## config.mk

```make
export PLATFORM = sky130hd
export DESIGN_NAME = pds_ctrl
export DESIGN_NICKNAME = d
export VERILOG_FILES = /design/src/hdl/pds_pkg.sv /design/src/hdl/pds_ctrl.sv
export SDC_FILE = /design/constraint.sdc
export NUM_CORES = 1
export LEC_CHECK = 0
export BUFFER_PORTS_ARGS = -buffer_cell sky130_fd_sc_hd__buf_2
export CORE_AREA = 2 2 39 41
export CTS_BUF_LIST = sky130_fd_sc_hd__clkbuf_4 sky130_fd_sc_hd__clkbuf_8 sky130_fd_sc_hd__clkbuf_16
export DETAILED_ROUTE_END_ITERATION = 16
export DIE_AREA = 0 0 41 43
export PLACE_DENSITY = 0.41
export SLEW_MARGIN = 20
export SYNTH_ARGS = -nofsm -noshare
export SYNTH_HDL_FRONTEND = slang
export SYNTH_SLANG_ARGS = --single-unit
```

## constraint.sdc

```tcl
create_clock -name clk -period 1 [get_ports clk]
set_clock_uncertainty 0.1 [all_clocks]
set_input_delay 0.2 -clock clk [delete_from_list [all_inputs] [get_ports clk]]
set_output_delay 0.2 -clock clk [all_outputs]
set_load 0.01 [all_outputs]
```

## src/hdl/pds_pkg.sv

```systemverilog
package pds_pkg;

  localparam int MAX_ENTRIES_DEF = 64;
  localparam int LENGTH_BITS_DEF = 8;
  localparam int TYPE_W          = 3;
  localparam int MODE_W          = 2;
  localparam int PRIO_W          = 2;

  localparam logic [TYPE_W-1:0] PT_WHOLE     = 3'd0;
  localparam logic [TYPE_W-1:0] PT_LETTER    = 3'd1;
  localparam logic [TYPE_W-1:0] PT_DELIMITER = 3'd2;
  localparam logic [TYPE_W-1:0] PT_START     = 3'd3;
  localparam logic [TYPE_W-1:0] PT_MID       = 3'd4;
  localparam logic [TYPE_W-1:0] PT_END       = 3'd5;

  localparam logic [MODE_W-1:0] MODE_TYPE     = 2'd0;
  localparam logic [MODE_W-1:0] MODE_TYPE_LEN = 2'd1;
  localparam logic [MODE_W-1:0] MODE_LEN_TYPE = 2'd2;

  localparam logic [PRIO_W-1:0] PRIO_START = 2'd0;
  localparam logic [PRIO_W-1:0] PRIO_END   = 2'd1;
  localparam logic [PRIO_W-1:0] PRIO_MID   = 2'd2;

  typedef enum logic [1:0] {
    ST_LOAD,
    ST_SORT,
    ST_EMIT
  } state_t;

  typedef struct packed {
    logic store;
    logic latch_mode;
    logic rd_issue;
    logic pop;
    logic clear;
  } cmd_t;

  typedef struct packed {
    logic rd_pending;
    logic sort_done;
    logic chain_empty;
  } sts_t;

endpackage

```

## src/hdl/pds_ctrl.sv

```systemverilog
module pds_ctrl (
  input  logic          clk,
  input  logic          rst,
  input  logic          in_valid,
  input  logic          in_last,
  output logic          in_ready,
  input  logic          out_ready,
  output logic          out_valid,
  output pds_pkg::cmd_t cmd,
  input  pds_pkg::sts_t sts
);
  import pds_pkg::*;

  state_t state;
  state_t state_next;

  always_ff @(posedge clk) begin
    if (rst) begin
      state <= ST_LOAD;
    end else begin
      state <= state_next;
    end
  end

  always_comb begin
    state_next = state;
    case (state)
      ST_LOAD: begin
        if (in_valid && in_last) state_next = ST_SORT;
      end
      ST_SORT: begin
        if (sts.sort_done) state_next = ST_EMIT;
      end
      ST_EMIT: begin
        if (sts.chain_empty) state_next = ST_LOAD;
      end
      default: state_next = ST_LOAD;
    endcase
  end

  always_comb begin
    cmd       = '0;
    in_ready  = 1'b0;
    out_valid = 1'b0;
    case (state)
      ST_LOAD: begin
        in_ready       = 1'b1;
        cmd.store      = in_valid;
        cmd.latch_mode = in_valid && in_last;
      end
      ST_SORT: begin
        cmd.rd_issue = sts.rd_pending;
        cmd.clear    = sts.sort_done;
      end
      ST_EMIT: begin
        out_valid = !sts.chain_empty;
        cmd.pop   = !sts.chain_empty && out_ready;
      end
      default: begin
        cmd = '0;
      end
    endcase
  end

endmodule

```

After elaboration in Yosys (flattened, before gate mapping)
Cells that the tools add are included.
- bits in writable memories: 0
- word-level logic and storage cells: 21
- bits in latches: 0
- output and inout port bits: 7
- memories kept: 0
- flip-flop bits (word level): 2
- ROM bits: 0
- $add $sub $neg: 0
- div/mod/pow operators: 0
- eq/ne operators: 5
- multiply operators: 0
- multiplexer cells: 10
- shift-type cells: 0
- reduce and logical (&&, ||, !) cells: 5
- $lt $le $gt $ge: 0
- bitwise gates (word level): 0
- operators with widths (operator ; number):
    $mux 2 ; 4
    $ne 2x2->1 const B ; 3
    $pmux 2 s3 ; 1
    $mux 1 ; 5
    $reduce_and 3->1 ; 1
    $eq 2x1->1 const B ; 1
    $eq 2x2->1 const B ; 1
    $logic_and 1x1->1 ; 2
    $logic_not 2->1 ; 1
    $logic_not 1->1 ; 1

Longest topological paths before layout
Gate-level depths: netlist of the first run.
- word-level depth: 3
- mapped depth: 2
- depth with buffers taken out: 2

Worst setup path before layout of the first run
No wires, ideal clock.
- path kind: flip-flop to output port
- start: register state[1]
- end: output port cmd[1] in the netlist's numbering
- cell stages (with the launch flop): 3
- arrival time: 836 ps
- setup slack: -136 ps
- buffers on the path: 0
- path through: dfxtp_1 > nor3b_2 > and2_1
- RTL lines (what ; line ; source):
    from (decl) ; pds_ctrl.sv:14 ; state_t state;
    from (signal assigned) ; pds_ctrl.sv:21 ; state <= state_next;
    to (decl) ; pds_ctrl.sv:9 ; output pds_pkg::cmd_t cmd,

==> summary.md, run 1 <==
| Metric | Value |
|---|---|
| Pwr dens | 1060 nW/µm² |
| DIE AREA | 1760 µm² |
| CTS tree | done |
| Setup CP Type | register to primary output |
| Unique masters post-synth | 11 |
| Final-report hold violation count | 0 |
| Worst min-delay path endpoint | state[0] |
| Crit path max fanout | 3 |
| Critical path's top delay family | flip-flops |
| Worst Hold Class | input pin to register |
| Critical path launch point type | register |
| Hold Path Stages | 2 |
| Number of global-route vias before repair | 171 |
| Die Wd | 41 µm |
| 1st-pass router iterations | 2 |
| Max Slew Vio Count | 0 |
| Commonest non-fill, non-tap cells in the layout | buf_2, buf_6, clkbuf_4, buf_4, dfxtp_4 |
| Gpl congestion | 0.653 |
| Worst setup EP type | primary output |
| Number of H-tree levels | 1 |
| Top cells by area, synth | dfxtp_1, and2_1, nor3b_2 |
| Final core occ | 0.236 |
| Status | finished, violations left |
| Hold path start | rst |
| Fin crit period | 1.37 ns |
| Max Cap Violations | 0 |
| CP max-delay cell | dfxtp_4 |
| Max reg flops | 2 |
| WP data arrival | 1.07 ns |
| N_diodes | 0 |
| Clk root buf | clkbuf_4 |
| Layout area overhead | 161% |
| Num ports | 15 |
| Peak VDD IR | 0.000280 V |
| Clock latency at the later pin of the worst-skew pair | 0.22 ns |
| Synth Area per Inst | 9.62 µm² |
| Core Region | 1380 µm² |
| Tot GR Track Use | 0.0681 |
| Worst flop-to-flop path endpoint | state[1] |
| Post-route setup slack | -0.374 ns |
| Standard-cell rows | 14 |
| Flop2flop setup slack | -0.12 ns |
| Fraction of layout cells with a size suffix above 1 | 0.794 |
| Max incr delay on CP | 0.34 ns |
| Hold_ws | 0.0421 ns |
| Sequential element share of the synthesized area | 0.320 |
| Largest registers | state: 2 flops |
| Number of buffers added on ports | 14 |
| Place WS | -0.158 ns |
| Fmax | 728 MHz |
| Slew Limit Headroom | 0.877 |
| Static Leak | 0.171 nW |
| TritonCTS Buffers | 3 |
| Failing checks | negative setup slack |
| Share of the synthesized area in the top cell type | 0.320 |
| Synth Net Count | 21 |
| Hpwl dp | 380 µm |
| Yosys top cell by area | dfxtp_1 |
| Total wire length | 470 µm |
| Clock transition at the registers of the reported paths | 0.03 ns |
| Initial antenna violation count | 0 |
| RSZ-0062 raised after global routing | yes |
| Die Ht | 43 µm |
| Largest net degree at the start of global routing | 7 |
| Post-route ant nets | 0 |
| First-pass GRT wire length | 703 µm |
| Clk sinks | 2 |
| Buf/Inv on CP | 2 |
| Worst r2r src | state[1] |
| Total Nets Final | 44 |
| Syn Inst Count | 13 |
| Hold buffer count at cts | 0 |
| Initial Util | 0.0904 |
| Fin crit share | 1.37 |
| Slew @ Worst Pin | 0.184 ns |
| CTS max path bufs | 2 |
| Reg2Reg Depth | 4 |
| Initial DRC Count | 3 |
| CP required | 0.70 ns |
| Mapped Area | 125 µm² |
| Via count | 175 |
| Residual DRC | 0 |
| Commonest non-fill, non-tap cell in the layout | buf_2 |
| Vias/cell | 3.50 |
| Wire per inst | 9.40 µm |
| Reg with most FFs | state |
| Final setup viols | 8 |
| Worst path cell trace | buf_12 -> nor2_4 -> and3_1 -> buf_2 |
| Grt total ovfl | 0 |
| Ys Warns | 0 |
| Number of synthesized register bits | 2 |
synth_stat cells:
cell and n:
and2_1 2, nor3b_2 1, nand3b_1 1, nor2_1 1, a211oi_1 1, and3_1 1
and3b_2 1, and3b_1 1, nand2b_1 1, dfxtp_1 2, o21ba_1 1
timing repair:
item | in CTS | in global routing
setup endpoints to repair | 8 | 8
resized for setup | 4 | 3
setup buffers | 2 | 1
pin swaps | 5 | 2
logic make-up (layout without fill, tap and decap cells):
kind of cell	Yosys count	in the layout	share of synthesized area
AOI/OAI and AO/OA	2	2	0.140
DFF	2	2	0.320
buffers and inverters	0	21	0
and+or+nand+nor	9	9	0.540
through the flow:
step	instance area, µm²	TNS (ns)	instances	total power [mW]
finish	327	-2.26	50	0.345
global route	327	-2.71	50	0.383
CTS	292	-1.91	49	0.339
detailed placement	244	-0.292	45	0.153
global placement	244	-0.240	45	0.153
floorplan	139	-0.104	13	0.116
worst max-delay path by stage:
| stage | slack (ns) | end | depth (start not counted) | start |
|---|---|---|---|---|
| final | -0.37 | cmd[3] | 4 | state[1] |
| after global placement | -0.12 | cmd[1] | 3 | state[1] |
| after global routing | -0.44 | cmd[1] | 3 | state[0] |
| after CTS | -0.37 | cmd[1] | 3 | state[1] |
| after floorplan | -0.08 | cmd[1] | 2 | state[1] |
| after detailed placement | -0.16 | cmd[1] | 3 | state[1] |
metal layers:
layer  share of wire  global-route usage  wire length [µm]
met4               0              0.0800                 0
met1            0.47              0.0828               222
met5               0                   0                 0
met3            0.18              0.0524                83
met2            0.35              0.0625               165
power by group:
part | switching (mW) | internal, mW
Combinational | 0.0291 | 0.0492
Clock | 0.0462 | 0.132
Sequential | 0.00690 | 0.0814
cell type report:
class	instances	area, µm²
clock buffers	3	22.5
repair buffers	18	135
well taps	16	20.0
fillers	156	1060
multi-input cells	11	101
flip-flops and latches	2	47.5
No activity file was read; power rests on OpenSTA's default activity.
==> run 2: changes to the inputs <==
--- a/config.mk
+++ b/config.mk
@@ -7,7 +7,7 @@
 export LEC_CHECK = 0
 export BUFFER_PORTS_ARGS = -buffer_cell sky130_fd_sc_hd__buf_2
 export CORE_AREA = 2 2 39 41
-export CTS_BUF_LIST = sky130_fd_sc_hd__clkbuf_4 sky130_fd_sc_hd__clkbuf_8 sky130_fd_sc_hd__clkbuf_16
+export CTS_BUF_LIST = sky130_fd_sc_hd__clkbuf_8
 export DETAILED_ROUTE_END_ITERATION = 16
 export DIE_AREA = 0 0 41 43
 export PLACE_DENSITY = 0.41
==> run 2 against run 1 <==
  * Worst hold slack improved by 0.016 ns
  * Sequential cell count did not move
  * The flow still finishes with violations (negative setup slack)
  * Largest power group unchanged
  * Combinational power down 18%
  * Largest cell class unchanged
  * Final cell count decreased by 2.0%
  * Via count is 1.1% lower
  * Clock-buffer cell count unchanged
  * Clock power up 73%
  * Sequential power is 0.6% lower
  * Critical path depth fell by 1
==> summary.md, run 2 (same netlist as run 1, synthesis figures left out) <==
| Metric | Value |
|---|---|
| Fin crit share | 1.34 (-0.0360) |
| Fin crit period | 1.34 ns (-0.0360 ns) |
| Number of buffers added on ports | 14 (unchanged) |
| Place WS | -0.158 ns (unchanged) |
| Clock latency at the later pin of the worst-skew pair | 0.21 ns (about the same) |
| Critical path's top delay family | simple AND/OR/NAND/NOR gates |
| Failing checks | negative setup slack |
| RSZ-0062 raised after global routing | yes |
| Worst flop-to-flop path endpoint | state[1] |
| Vias/cell | 3.53 (+0.87%) |
| Post-route ant nets | 0 (unchanged) |
| Design area | 310 µm² (-5.0%) |
| Via count | 173 (-1.1%) |
| Fraction of layout cells with a size suffix above 1 | 0.788 (-0.00624) |
| Setup CP Type | register to primary output |
| Slew @ Worst Pin | 0.184 ns (-0.0000706 ns) |
| Number of global-route vias before repair | 172 (+0.58%) |
| Max incr delay on CP | 0.36 ns (+0.02 ns) |
| Max Cap Violations | 0 (unchanged) |
| Final-report hold violation count | 0 (unchanged) |
| Static Leak | 0.164 nW (-4.2%) |
| Commonest non-fill, non-tap cell in the layout | buf_2 |
| Worst path cell trace | nor3b_4 -> and2_4 -> buf_6 |
| Reg with most FFs | state |
| Overall power | 0.461 mW (+34%) |
| Largest registers | state: 2 flops |
| Worst r2r src | state[1] |
| Initial Util | 0.0904 (unchanged) |
| Num ports | 15 (unchanged) |
| Peak VDD IR | 0.000441 V (+57%) |
| Max Slew Vio Count | 0 (unchanged) |
| Total Nets Final | 43 (-2.3%) |
| N_diodes | 0 (unchanged) |
| Max reg flops | 2 (unchanged) |
| First-pass GRT wire length | 683 µm (-2.8%) |
| Grt total ovfl | 0 (unchanged) |
| Worst Hold Class | input pin to register |
| Slew Limit Headroom | 0.877 (about the same) |
| Core Region | 1380 µm² (unchanged) |
| Clock transition at the registers of the reported paths | 0.03 ns (about the same) |
| Buf/Inv on CP | 1 (-1) |
| Commonest non-fill, non-tap cells in the layout | buf_2, clkbuf_8, buf_4, buf_6, dfxtp_4 |
| Total wire length | 450 µm (-4.3%) |
| Total stage count of the critical path | 3 (-1) |
| Clk sinks | 2 (unchanged) |
| Final core occ | 0.224 (-0.0118) |
| CTS tree | done |
| Die Ht | 43 µm (unchanged) |
| Clk root buf | clkbuf_8 |
| Standard-cell rows | 14 (unchanged) |
| CP max-delay cell | dfxtp_4 |
| Tot GR Track Use | 0.0671 (-0.00100) |
| Placed instance count | 45 (unchanged) |
| CTS max path bufs | 2 (unchanged) |
| Critical path launch point type | register |
| Reg2Reg Depth | 3 (-1) |
| Placed inst area | 244 µm² (unchanged) |
| Initial antenna violation count | 0 (unchanged) |
| Layout area overhead | 148% |
| Pwr dens | 1490 nW/µm² (+41%) |
| Final setup viols | 8 (unchanged) |
| Wire per inst | 9.18 µm (-2.3%) |
| Residual DRC | 0 (unchanged) |
| Fmax | 747 MHz (+2.7%) |
| Number of H-tree levels | 1 (unchanged) |
| Gpl congestion | 0.653 (unchanged) |
| Die Wd | 41 µm (unchanged) |
| Hpwl dp | 380 µm (unchanged) |
| Crit path max fanout | 5 (+2) |
| Worst setup EP type | primary output |
| Hold Path Stages | 2 (unchanged) |
| Initial DRC Count | 3 (unchanged) |
| Worst setup path endpoint | cmd[1] |
| DIE AREA | 1760 µm² (unchanged) |
| Largest net degree at the start of global routing | 7 (unchanged) |
| Status | finished, violations left |
| TritonCTS Buffers | 3 (unchanged) |
| 1st-pass router iterations | 3 (+1) |
| WP data arrival | 1.04 ns (-0.03 ns) |
| Post-route setup slack | -0.338 ns (+0.0360 ns) |
| CP startpoint | state[1] |
| Hold_ws | 0.0576 ns (+0.0156 ns) |
| Flop2flop setup slack | -0.04 ns (+0.08 ns) |
| Final cell count without fillers | 49 (-2.0%) |
| CP required | 0.70 ns (about the same) |
| Hold buffer count at cts | 0 (unchanged) |
| Final TNS setup | -1.70 ns (+0.559 ns) |
run 2: cell count changes in the layout (fill, tap and decap cells not counted):
cell | previous run | this run
clkbuf_4 | 3 | 0
buf_6 | 4 | 2
buf_12 | 1 | 0
buf_2 | 11 | 12
buf_4 | 2 | 3
nor2_2 | 0 | 1
clkbuf_8 | 0 | 3
nor2_4 | 1 | 0
run 2: how the worst min path moves through the flow:
stage | start | to | slack, ns
4_1_cts | rst | state[0] | 0.06
3_3_place_gp | rst | state[0] | 0.29
3_5_place_dp | rst | state[0] | 0.28
2_1_floorplan | rst | state[0] | 0.17
5_1_grt | rst | state[0] | 0.06
6_report | rst | state[0] | 0.06
run 2: area by class of cell:
class | count | area [µm²]
Clock buffer | 3 | 41.3
Sequential cell | 2 | 47.5
Multi-Input combinational cell | 11 | 96.3
Tap cell | 16 | 20.0
Timing Repair Buffer | 17 | 105
Fill cell | 155 | 1070
run 2: per-layer routing:
metal / part of all wire / global-route usage / up-vias
met5: 0 / 0 / -
met4: 0 / 0.0800 / 0
met3: 0.20 / 0.0524 / 0
met2: 0.33 / 0.0625 / 16
met1: 0.46 / 0.0796 / 69
li1: - / - / 88
run 2: repair_timing:
item / CTS / global route
setup buffers: 2 / 0
resized for setup: 4 / 0
cloned: 0 / 0
pin swaps: 5 / 1
setup endpoints to repair: 8 / 8
run 2: where the power goes:
group	internal [mW]	switching [mW]	leakage [nW]	total, mW
sequential	0.0815	0.00633	0.0178	0.0878
clock	0.254	0.0549	0.0216	0.309
combinational	0.0385	0.0260	0.124	0.0645
total	0.374	0.0872	0.164	0.461
